===== config.mk =====
export PLATFORM = sky130hd
export DESIGN_NAME = pde_isqrt
export DESIGN_NICKNAME = d
export VERILOG_FILES = /design/src/sv/pde_pkg.sv /design/src/sv/pde_isqrt.sv
export SDC_FILE = /design/constraint.sdc
export NUM_CORES = 1
export LEC_CHECK = 0
export BUFFER_PORTS_ARGS = -buffer_cell sky130_fd_sc_hd__buf_2
export CAP_MARGIN = 20
export CORE_ASPECT_RATIO = 0.7
export CORE_MARGIN = 8
export CORE_UTILIZATION = 52
export CTS_CLUSTER_SIZE = 24
export DETAILED_ROUTE_END_ITERATION = 16
export GPL_TIMING_DRIVEN = 0
export PLACE_DENSITY = 0.79
export SETUP_SLACK_MARGIN = 0.5
export SLEW_MARGIN = 20
export SYNTH_ARGS = -nofsm -noshare
export SYNTH_HDL_FRONTEND = slang
export SYNTH_SLANG_ARGS = --single-unit

===== constraint.sdc =====
create_clock -name aclk -period 6.3 [get_ports aclk]
set_input_delay 1.26 -clock aclk [delete_from_list [all_inputs] [get_ports aclk]]
set_output_delay 1.26 -clock aclk [all_outputs]
set_load 0.02 [all_outputs]

===== src/sv/pde_pkg.sv =====
// Shared types, sizes and codes of the point distance engine.
`default_nettype none
package pde_pkg;

    // Store geometry and coordinate format.
    localparam int MAX_POINTS = 256;
    localparam int MAX_DIMS   = 64;
    localparam int COORD_BITS = 16;

    localparam int POINT_W = $clog2(MAX_POINTS);
    localparam int ADDR_W  = $clog2(MAX_POINTS * MAX_DIMS);
    localparam int CNT_W   = $clog2(MAX_DIMS + 1);
    localparam int DIFF_W  = COORD_BITS + 1;
    localparam int SQ_W    = 2 * COORD_BITS;

    // Result width and the square root built on it.
    localparam int DIST_W  = 38;
    localparam int ROOT_W  = DIST_W / 2;
    localparam int REM_W   = ROOT_W + 3;
    localparam int STEP_W  = $clog2(ROOT_W + 1);

    // Field widths of the request and configuration ports.
    localparam int CFG_W   = 7;
    localparam int METRIC_W = 2;

    localparam logic FUNC_WRITE = 1'b0;
    localparam logic FUNC_QUERY = 1'b1;

    localparam logic REG_METRIC = 1'b0;
    localparam logic REG_DIMS   = 1'b1;

    localparam logic [METRIC_W-1:0] METRIC_EUCLID  = 2'd0;
    localparam logic [METRIC_W-1:0] METRIC_SQUARED = 2'd1;

    localparam logic [CFG_W-1:0] DIMS_RESET = 7'd64;

    typedef struct packed {
        logic               func;
        logic [7:0]         point_a;
        logic [7:0]         point_b;
        logic [5:0]         coord_index;
        logic signed [15:0] coord_value;
    } pde_in_t;

    typedef struct packed {
        logic [DIST_W-1:0] distance;
        logic              metric_invalid;
    } pde_out_t;

    typedef enum logic [1:0] {
        ST_IDLE,
        ST_SUM,
        ST_ROOT,
        ST_OUT
    } pde_state_t;

endpackage
`default_nettype wire


===== src/sv/pde_isqrt.sv =====
// Iterative floor square root, one result bit per cycle.
`default_nettype none
module pde_isqrt (
    input  wire logic                         aclk,
    input  wire logic                         aresetn,
    input  wire logic                         start,
    input  wire logic [pde_pkg::DIST_W-1:0]   radicand,
    output logic                              done,
    output logic      [pde_pkg::ROOT_W-1:0]   root
);

    logic [pde_pkg::DIST_W-1:0] rad_reg;
    logic [pde_pkg::REM_W-1:0]  rem_reg;
    logic [pde_pkg::ROOT_W-1:0] root_reg;
    logic [pde_pkg::STEP_W-1:0] step_reg;
    logic                       done_reg;

    logic [pde_pkg::REM_W-1:0]  rem_sh;
    logic [pde_pkg::REM_W-1:0]  trial;
    logic                       fits;

    // Bring down the next two radicand bits and try appending a one to the root.
    assign rem_sh = {rem_reg[pde_pkg::REM_W-3:0], rad_reg[pde_pkg::DIST_W-1 -: 2]};
    assign trial  = pde_pkg::REM_W'({root_reg, 2'b01});
    assign fits   = (rem_sh >= trial);

    always_ff @(posedge aclk) begin
        if (!aresetn) begin
            step_reg <= '0;
            done_reg <= 1'b0;
        end else begin
            done_reg <= 1'b0;
            if (start) begin
                step_reg <= pde_pkg::STEP_W'(pde_pkg::ROOT_W);
            end else if (step_reg != '0) begin
                step_reg <= step_reg - 1'b1;
                if (step_reg == pde_pkg::STEP_W'(1)) begin
                    done_reg <= 1'b1;
                end
            end
        end
    end

    always_ff @(posedge aclk) begin
        if (start) begin
            rad_reg  <= radicand;
            rem_reg  <= '0;
            root_reg <= '0;
        end else if (step_reg != '0) begin
            rad_reg <= {rad_reg[pde_pkg::DIST_W-3:0], 2'b00};
            if (fits) begin
                rem_reg  <= rem_sh - trial;
                root_reg <= {root_reg[pde_pkg::ROOT_W-2:0], 1'b1};
            end else begin
                rem_reg  <= rem_sh;
                root_reg <= {root_reg[pde_pkg::ROOT_W-2:0], 1'b0};
            end
        end
    end

    assign done = done_reg;
    assign root = root_reg;

endmodule
`default_nettype wire


; ---- Yosys cells after proc, flatten, opt, wreduce, memory -nomap -nowiden
; Index checks and enable logic that the tools add are counted.
[totals]
ff_bits = 83
in_bits = 41
out_inout_bits = 20
word_cells = 23
[classes]
add_sub_neg = 2
n_lt_le_gt_ge = 1
n_eq_ne = 1
mux = 7
bitwise = 2
n_reduce_logical = 4
[ops]
columns = operator, count
row1 = 38-bit 2-to-1 mux, 2
row2 = 22-bit by 21-bit greater-or-equal comparator with 1-bit output, 1
row3 = 20-bit 2-to-1 mux, 1
row4 = 20-bit subtractor, 1
row5 = 5-bit 2-to-1 mux, 2
row6 = "5-bit by 1-bit == test with 1-bit output, second input constant", 1
row7 = 5-bit nonzero test, 1
row8 = "5-bit by 1-bit subtractor with 5-bit output, second input constant", 1
row9 = 3-bit OR reduction, 1
row10 = 1-bit 2-to-1 mux, 2
row11 = 1-bit inverter, 2
row12 = 2-bit nonzero test, 1
row13 = 2-bit OR reduction, 1

; ---- Depth between registers and ports, before layout
; Gate-level depths: netlist (run 1).
[logic_depth]
ltp_word = 3
mapped_depth = 12
ltp_nobuf = 10

; ---- Least setup slack after synthesis (run 1)
; No wires, ideal clock.
[synth_timing]
kind = input port to flip-flop
from = in start
to = reg rad_reg[0] in the netlist's numbering (enable)
setup_ns = 0.393
arrival_time_ns = 2.686
t_required_ns = 5.907
setup_slack_ns = 3.221
path_stages = 4
n_path_buf = 2
cell_sequence = clkbuf_1 -> clkbuf_1 -> nor2_1 -> inv_1
[synth_between]
elab_chain_cells = 1
[synth_rtl]
columns = element, line_no
row1 = start: declaration, pde_isqrt.sv:6  ; input wire logic start,
row2 = 2-bit nonzero test (no source line), n/a
row3 = end signal: assignment, pde_isqrt.sv:46  ; rad_reg <= radicand;
row4 = end signal: assignment, pde_isqrt.sv:50  ; rad_reg <= {rad_reg[pde_pkg::DIST_W-3:0], 2'b00};
row5 = end: declaration, pde_isqrt.sv:12  ; logic [pde_pkg::DIST_W-1:0] rad_reg;
; Every way passes these cells.
; A chain may end at the register's enable or synchronous reset.

; ---- Worst setup path after layout (run 1)
[layout_timing]
from = reg root_reg (netlist bit root[8])
to = reg rem_reg[19] in the netlist's numbering
[layout_between]
elab_chain_cells = 2
word_cells_on_any_way = 3
classes_between = add/sub (1) / order compare (1) / mux (1)
[layout_rtl]
columns = element, line_no
row1 = start: declaration, pde_isqrt.sv:14  ; logic [pde_pkg::ROOT_W-1:0] root_reg;
row2 = start signal: assignment, pde_isqrt.sv:53  ; root_reg <= {root_reg[pde_pkg::ROOT_W-2:0], 1'b1};
row3 = start signal: assignment, pde_isqrt.sv:56  ; root_reg <= {root_reg[pde_pkg::ROOT_W-2:0], 1'b0};
row4 = 20-bit subtractor or 22-bit by 21-bit greater-or-equal comparator with 1-bit output (tied branches), "pde_isqrt.sv:52, pde_isqrt.sv:25"
row5 = 20-bit 2-to-1 mux *, pde_isqrt.sv:51  ; if (fits) begin
row6 = end signal: assignment, pde_isqrt.sv:52  ; rem_reg <= rem_sh - trial;
row7 = end signal: assignment, pde_isqrt.sv:55  ; rem_reg <= rem_sh;
row8 = end: declaration, pde_isqrt.sv:13  ; logic [pde_pkg::REM_W-1:0] rem_reg;
; Mark *: on every way between the ends. The rest lies on a longest branch, timed or not.

==> implementation parameters, run 1 <==
Parameter                              Value

Synthesis
  Number of synthesized register bits    83
  Multiplexer fraction of the synthesized cell area    0.121
  Top flip-flop cell by instance count after synthesis    sky130_fd_sc_hd__dfxtp_1
  Cell area after technology mapping    4510 um2
  Synth unique cells    49
  Share of synthesized flip-flops with an asynchronous set or reset    0
  Post-synthesis sequential area ratio    0.453
  Post-synthesis simple-gate area fraction    0.118
  Compound-gate portion of the synthesized area    0.158
  Dominant combinational cell family by area after synthesis    compound AO/OA/AOI/OAI gates
  Number of enable flip-flop cells after synthesis    38
  Count of yosys warnings during synthesis    0
  Post-synthesis share of cell area spent on full adders, half adders and majority gates    0.0666
  Avg Cell Area, Syn    between 9 and 10 um2
  Post-synthesis cell count    458
  Parity-gate share of the synthesized area counting xor and xnor cells    0.0388
  Total nets after synthesis    523

Clocking
  Maximum clock insertion buffer count    2
  Post-CTS clock slew at the launch and capture registers of the worst setup and hold paths    60 ps
  Total number of H-tree levels    3
  Clock buffers created by TritonCTS    9
  Worst skew pair latency    350 ps
  # Post-CTS Setup Buffers    0
  Clock tree from TritonCTS    yes
  Hold buffer count at cts    0
  Clock sink count    83
  Clock root buffer master    sky130_fd_sc_hd__clkbuf_16
  Resized cells post-CTS    0

Final layout
  Area delta synth->final    16.6%
  Share of final-layout standard cells stronger than drive strength 1    0.233
  Highest-count cells in the layout ignoring fill and taps    62 x sky130_fd_sc_hd__nand2_1, 60 x sky130_fd_sc_hd__buf_2, 45 x sky130_fd_sc_hd__dfxtp_1, 38 x sky130_fd_sc_hd__edfxtp_1
  Area used by multi-input combinational logic    2270 um2
  Most common library cell in the layout ignoring fill and taps    sky130_fd_sc_hd__nand2_1
  Diodes inserted    0
  Final Util    0.623
  Combined flip-flop and latch cell area    2040 um2
  Number of nets in the final layout    593
  Largest register FFs    38
  Cell Count, Final, Fillers Out    about 650
  Final-layout fill cell count    slightly above 700

Worst setup path
  Crit path required time    6500 ps
  Element type at the critical path start    flop
  R2r setup slk    around 3200 ps
  Crit Path Max Fanout    10
  Worst path arrival time    3290 ps
  Worst Setup End Kind    flop
  Critical Setup Path Class    flop to flop

Routing
  Wire length per cell    16.5 um
  Router iterations before antenna repair    5
  Routed WL    10800 um
  Met3 routed WL    699 um
  Detailed router's first-iteration violation count    328
  DRT antenna net count    0
  Via count of the routed design    3584
  Residual DRC    0
  Routed vias/inst    5.49
  M1 WL    slightly above 5000 um
  Detail Route met2 WL    approximately 4800 um
  Topmost layer with routed signal wires    met4

Placement
  Gpl congestion    0.921
  Cell count after placement    637
  Worst slack at placement    roughly 3000 ps
  I/O Buffers    59
  Half-perimeter wire length after detailed placement    8000 um

Floorplan
  Starting density of the core    0.534
  Die Span X    127 um
  Die Height    93.9 um
  Placeable core region    8440 um2
  Placement row count    28
  Die Area    about 12000 um2
  Number of ports placed on the die boundary    61

GRT
  Wire length of the first global-routing pass    around 18000 um
  Number of global-route vias before repair    3560
  Remaining global-route overflow    0
  Antenna violations before repair    0
  Largest net degree at the start of global routing    40
  Global-route usage over all layers    0.187

Worst hold path
  Hold Crit Class    flop to flop

Power and ir drop
  Pleak    2.16 nW
  Proportion of power drawn by combinational gates    0.501
  Register share of total power    0.288
  Cell Int Power    1.55 mW
  Net switching share of the total power    0.390
  Power per cell area    485 nW/um2
  Sw power    0.995 mW
  Clock share of power    0.212
  Highest ir drop seen on vdd    281 uV

Status
  Run status    finished clean

Timing
  Setup TNS Final    0 ps
  Hold Worst Slack    482 ps
  Headroom to the max-slew limit    0.455
  Final slew viol count    0
  RSZ-0062 raised after global routing    no
  Period Utilization, post-route    0.492
  Maximum clock frequency    323 MHz
  Setup ws final    approximately 3200 ps
  Worst setup skew after layout    7.25 ps
  Tmin final    3100 ps
  Final number of hold-violating endpoints    0
  Actual transition at the worst max-transition pin    816 ps
  Setup violation total in the final timing report    0

Flow run
  Number of maximum-capacitance constraint violations    0
[cell families (layout without fill, tap and decap cells)]
kind of cell             count (synthesis)  after routing
buffers and inverters                   51            126
adder cells (fa/ha/maj)                 24             24
AO/OA/AOI/OAI                          106            106
XOR/XNOR                                20             20
AND/OR/NAND/NOR                        124            124
multiplexers                            50             50
flip-flops                              83             83
[layer usage]
metal	vias up	global-route usage
met5	-	0
met4	0	0.0572
met3	17	0.0641
met2	99	0.287
met1	1710	0.244
li1	1758	-
[critical path: stages (launching register included)]
cell	delay, ps
sky130_fd_sc_hd__dfxtp_1	430
sky130_fd_sc_hd__inv_1	70
sky130_fd_sc_hd__ha_1	390
sky130_fd_sc_hd__nand2_1	120
sky130_fd_sc_hd__nor3_2	280
sky130_fd_sc_hd__a21boi_0	410
sky130_fd_sc_hd__o31ai_1	210
sky130_fd_sc_hd__a21oi_2	400
sky130_fd_sc_hd__buf_2	340
sky130_fd_sc_hd__mux2i_1	220
sky130_fd_sc_hd__o22ai_1	90
[synthesized netlist by cell type, types with 2 or more instances]
cell                       number  share of area
sky130_fd_sc_hd__nand2_1       62          0.052
sky130_fd_sc_hd__dfxtp_1       45           0.20
sky130_fd_sc_hd__edfxtp_1      38           0.25
sky130_fd_sc_hd__a21oi_1       36          0.040
sky130_fd_sc_hd__mux2_2        36          0.090
sky130_fd_sc_hd__nor2_1        35          0.029
sky130_fd_sc_hd__inv_1         31          0.026
sky130_fd_sc_hd__ha_1          24          0.067
sky130_fd_sc_hd__clkbuf_1      17          0.014
sky130_fd_sc_hd__o21ai_0       16          0.018
sky130_fd_sc_hd__xnor2_1       16          0.031
sky130_fd_sc_hd__mux2i_1       14          0.031
sky130_fd_sc_hd__a211oi_1      13          0.022
sky130_fd_sc_hd__a21o_1         6          0.010
sky130_fd_sc_hd__o21a_1         6          0.010
sky130_fd_sc_hd__a31oi_1        5         0.0069
sky130_fd_sc_hd__and2_1         5         0.0069
sky130_fd_sc_hd__nand2b_1       4         0.0055
sky130_fd_sc_hd__nor3_1         4         0.0044
sky130_fd_sc_hd__o21bai_1       4         0.0067
sky130_fd_sc_hd__xor2_1         4         0.0078
sky130_fd_sc_hd__a21boi_0       2         0.0033
sky130_fd_sc_hd__a31o_2         2         0.0039
sky130_fd_sc_hd__and3_1         2         0.0028
sky130_fd_sc_hd__nand3_1        2         0.0022
sky130_fd_sc_hd__nand4_1        2         0.0028
sky130_fd_sc_hd__nor2b_1        2         0.0028
sky130_fd_sc_hd__nor4_1         2         0.0028
sky130_fd_sc_hd__o22ai_1        2         0.0028
sky130_fd_sc_hd__o31a_1         2         0.0039
[area by class of cell]
cell class / instances / share of cell area
Tap cell: 120 / 0.0286
Buffer: 20 / 0.0162
Sequential cell: 83 / 0.388
Multi-Input combinational cell: 324 / 0.431
Clock buffer: 9 / 0.0428
Clock inverter: 7 / 0.0145
Timing Repair Buffer: 59 / 0.0562
Inverter: 31 / 0.0221
[power by group through the flow]
| stage | Combinational (mW) | Sequential (mW) | Clock (mW) |
|---|---|---|---|
| 2_1_floorplan | 1.00 | 0.727 | 0 |
| 3_3_place_gp | 1.21 | 0.736 | 0 |
| 3_5_place_dp | 1.25 | 0.741 | 0 |
| 4_1_cts | 1.26 | 0.732 | 0.546 |
| 5_1_grt | 1.39 | 0.743 | 0.567 |
| 6_report | 1.28 | 0.733 | 0.539 |
[per-stage QoR]
step	cell area (um2)	power, mW
after global placement	4960	1.95
after global routing	5260	2.70
after detailed placement	4960	1.99
after CTS	5260	2.53
after floorplan	4510	1.73
final	5260	2.55
[worst paths after layout]
| check | endpoint | cells after the start | from |
|---|---|---|---|
| worst max-delay path | rem_reg[19] | 10 | root[8] |
| worst min-delay path | rem_reg[17] | 2 | rem_reg[17] |
| worst max register to register | rem_reg[19] | 10 | root[8] |
| worst min register to register | rem_reg[17] | 2 | rem_reg[17] |
Note: power is estimated with default switching activity, not from simulation.
==> run 2, diff against run 1 <==
ABC_AREA = 1   (was not set)
clock period = 2.9 ns   (was 6.3 ns; I/O delays follow)
==> run 2 against run 1 <==
Effect of this change: final cell count up 32%; fmax up 37%; worst hold slack worse by 10 ps; sequential power up 120%; non-clock buffer count up 1; die area up 5.5%; clock skew down 1.1 ps; critical endpoint is now rem_reg[8]; synthesized area up 6.5%; combinational power rose to 2.5 times the previous value; global-route usage up 2.5 points; clock-buffer cell count up 1.
==> implementation parameters, run 2 <==
Parameter                              Value

GRT
  Wire length of the first global-routing pass    20700 um (+17%)
  Global-route usage over all layers    0.212 (+0.0251)
  Number of global-route vias before repair    4248 (+19%)
  Remaining global-route overflow    0 (unchanged)
  Largest net degree at the start of global routing    48 (+20%)
  Antenna violations before repair    0 (unchanged)

Timing
  Tmin final    2260 ps (-842 ps)
  Final slew viol count    0 (unchanged)
  Period Utilization, post-route    0.778 (+0.286)
  Actual transition at the worst max-transition pin    686 ps (-130 ps)
  RSZ-0062 raised after global routing    no
  Final number of hold-violating endpoints    0 (unchanged)
  Worst setup skew after layout    6.16 ps (-1.09 ps)
  Setup TNS Final    0 ps (unchanged)
  Hold Worst Slack    472 ps (-10.2 ps)
  Maximum clock frequency    443 MHz (+37%)
  Headroom to the max-slew limit    0.543 (+0.0877)
  Setup violation total in the final timing report    0 (unchanged)

Final layout
  Area delta synth->final    16.3%
  Number of nets in the final layout    795 (+34%)
  Largest register FFs    38 (unchanged)
  Diodes inserted    0 (unchanged)
  Area used by multi-input combinational logic    2300 um2 (+1.5%)
  Share of final-layout standard cells stronger than drive strength 1    0.143 (-0.0898)
  Final-layout fill cell count    809 (+13%)
  Most common library cell in the layout ignoring fill and taps    sky130_fd_sc_hd__nand2_1
  Combined flip-flop and latch cell area    2040 um2 (unchanged)
  Final cell area excluding filler cells    5590 um2 (+6.3%)
  Highest-count cells in the layout ignoring fill and taps    254 x sky130_fd_sc_hd__nand2_1, 94 x sky130_fd_sc_hd__inv_1, 63 x sky130_fd_sc_hd__buf_2, 47 x sky130_fd_sc_hd__nand3_1, 45 x sky130_fd_sc_hd__dfxtp_1
  Final Util    0.618 (-0.00437)

Flow run
  Number of maximum-capacitance constraint violations    0 (unchanged)

Synthesis
  Most area-hungry cell type in the Yosys netlist    sky130_fd_sc_hd__edfxtp_1
  Count of yosys warnings during synthesis    0 (unchanged)
  Leading post-synthesis cells by cell area    sky130_fd_sc_hd__edfxtp_1 24%, sky130_fd_sc_hd__nand2_1 20%, sky130_fd_sc_hd__dfxtp_1 19%
  Most frequently used cell type in the post-synthesis netlist    sky130_fd_sc_hd__nand2_1
  Number of enable flip-flop cells after synthesis    38 (unchanged)
  Synth unique cells    38 (-22%)
  Synth top cells by count    254 x sky130_fd_sc_hd__nand2_1, 94 x sky130_fd_sc_hd__inv_1, 47 x sky130_fd_sc_hd__nand3_1, 45 x sky130_fd_sc_hd__dfxtp_1, 38 x sky130_fd_sc_hd__edfxtp_1
  Total nets after synthesis    724 (+38%)
  Cell area after technology mapping    4800 um2 (+6.5%)
  Portion of synthesized cell area occupied by the leading cell type    0.238 (-0.0155)
  Post-synthesis sequential area ratio    0.425 (-0.0277)
  Number of synthesized register bits    83 (unchanged)
  Avg Cell Area, Syn    7.29 um2 (-26%)
  Top flip-flop cell by instance count after synthesis    sky130_fd_sc_hd__dfxtp_1
  Share of synthesized flip-flops with an asynchronous set or reset    0 (unchanged)
  Post-synthesis cell count    659 (+44%)

Routing
  Routed WL    12900 um (+20%)
  DRT antenna net count    0 (unchanged)
  Residual DRC    0 (unchanged)
  Wire length per cell    15.1 um (-8.8%)
  Routed vias/inst    5.17 (-5.7%)
  Detailed router's first-iteration violation count    442 (+35%)
  Router iterations before antenna repair    5 (unchanged)
  Via count of the routed design    4444 (+24%)

Worst hold path
  Hold Crit Class    flop to flop

Worst setup path
  Worst path arrival time    2490 ps (-800 ps)
  Cell type group with the largest total delay on the critical path    simple AND/OR/NAND/NOR gates
  Peak per-stage delay on the critical path    370 ps (-60 ps)
  Critical Setup Path Class    flop to flop
  Critical Path Slowest Stage Cell    sky130_fd_sc_hd__ha_1
  R2r setup slk    640 ps (-2560 ps)
  Worst Setup End Kind    flop
  Crit Path Max Fanout    10 (unchanged)
  Element type at the critical path start    flop
  Count of buffering cells on the critical path with inverters included    3 (+1)
  Critical path cell sequence    inv_1 -> ha_1 -> nand2_2 -> inv_1 -> nand2_1 -> nand2_1 -> a21oi_2 -> nand2_2 -> nand2_4 -> clkbuf_4 -> nand3_1 -> nand3_1 -> o21ai_0
  Crit path required time    3130 ps (-3370 ps)

Floorplan
  Placement row count    29 (+3.6%)
  Starting density of the core    0.532 (-0.00245)
  Number of ports placed on the die boundary    61 (unchanged)
  Placeable core region    9030 um2 (+7.0%)
  Die Height    96.4 um (+2.7%)
  Die Span X    131 um (+2.8%)
  Die Area    12600 um2 (+5.5%)

Placement
  Half-perimeter wire length after detailed placement    9570 um (+20%)
  Placed cell areas    5260 um2 (+6.1%)
  Gpl congestion    0.910 (-1.2%)
  I/O Buffers    60 (+1.7%)

Clocking
  Total number of H-tree levels    3 (unchanged)
  Clock sink count    83 (unchanged)
  Clock root buffer master    sky130_fd_sc_hd__clkbuf_16
  Clock buffers created by TritonCTS    9 (unchanged)
  Worst skew pair latency    350 ps (about the same)
  Clock tree from TritonCTS    yes
  Maximum clock insertion buffer count    2 (unchanged)
  Post-CTS clock slew at the launch and capture registers of the worst setup and hold paths    70 ps (about the same)
  Hold buffer count at cts    0 (unchanged)

Power and ir drop
  Pleak    2.88 nW (+33%)
  Highest ir drop seen on vdd    638 uV (+130%)
  Power per cell area    1090 nW/um2 (+120%)

Status
  Run status    finished clean
-- run 2: cell count changes in the layout (fill, tap and decap cells not counted), moves of 8 or more --
| cell | delta |
|---|---|
| sky130_fd_sc_hd__nand2_1 | +192 |
| sky130_fd_sc_hd__inv_1 | +64 |
| sky130_fd_sc_hd__nand3_1 | +45 |
| sky130_fd_sc_hd__mux2_2 | -36 |
| sky130_fd_sc_hd__a21oi_1 | -23 |
| sky130_fd_sc_hd__o22ai_1 | +16 |
| sky130_fd_sc_hd__mux2i_1 | -14 |
| sky130_fd_sc_hd__a211oi_1 | -13 |
| sky130_fd_sc_hd__nand3b_1 | +8 |
-- run 2: path summary, 6_finish.rpt --
kind / start / to / depth (start not counted)
worst max-delay path: root[7] / rem_reg[8] / 13
worst min-delay path: rem_reg[19] / rem_reg[19] / 2
worst max register to register: root[7] / rem_reg[8] / 13
worst min register to register: rem_reg[19] / rem_reg[19] / 2
-- run 2: layout make-up --
type / instances / area share
Timing Repair Buffer: 60 / 0.0538
Multi-Input combinational cell: 460 / 0.412
Clock inverter: 6 / 0.0161
Tap cell: 124 / 0.0278
Buffer: 20 / 0.0195
Sequential cell: 83 / 0.366
Inverter: 96 / 0.0645
Clock buffer: 10 / 0.0410
-- run 2: metrics by stage --
step,power [mW],worst slack [ps],instances
2_1_floorplan,3.99,897,659
3_3_place_gp,4.67,530,843
3_5_place_dp,4.73,449,843
4_1_cts,5.99,653,859
5_1_grt,6.52,527,859
6_report,6.09,644,859
-- run 2: power by group --
group          leakage [nW]  internal, mW  total, mW  switching [mW]
logic                  1.95          1.14       3.25            2.11
registers             0.779          1.46       1.58           0.122
clock network         0.153         0.758       1.26           0.499
total                  2.88          3.35       6.09            2.73
-- run 2: cell families after synthesis --
logic type / after synthesis / synth area share
XOR/XNOR: 10 / 0.0182
adder cells (fa/ha/maj): 24 / 0.0625
flip-flops: 83 / 0.425
AO/OA/AOI/OAI: 58 / 0.0714
AND/OR/NAND/NOR: 368 / 0.327
buffers and inverters: 116 / 0.0961
-- run 2: routing by layer --
| metal | GRT usage | part of all wire | routed length, um |
|---|---|---|---|
| met5 | 0 | 0 | 0 |
| met4 | 0.0628 | 0.015 | 189 |
| met3 | 0.0428 | 0.064 | 827 |
| met2 | 0.314 | 0.43 | 5590 |
| met1 | 0.306 | 0.49 | 6330 |
-- run 2: timing repair --
action / in CTS / in global routing
pin swaps: 0 / 0
cloned: 0 / 0
buffers inserted: 0 / 0
resized for setup: 1 / 3
hold endpoints to repair: 0 / 0
endpoints found under the setup margin: 39 / 10
-- run 2: worst register-to-register path, cell delays in order, from the launching register on --
cell and delay (ps):
sky130_fd_sc_hd__dfxtp_1 320, sky130_fd_sc_hd__inv_1 70, sky130_fd_sc_hd__ha_1 370, sky130_fd_sc_hd__nand2_2 170
sky130_fd_sc_hd__inv_1 50, sky130_fd_sc_hd__nand2_1 70, sky130_fd_sc_hd__nand2_1 110, sky130_fd_sc_hd__a21oi_2 180
sky130_fd_sc_hd__nand2_2 90, sky130_fd_sc_hd__nand2_4 150, sky130_fd_sc_hd__clkbuf_4 270, sky130_fd_sc_hd__nand3_1 90
sky130_fd_sc_hd__nand3_1 120, sky130_fd_sc_hd__o21ai_0 90
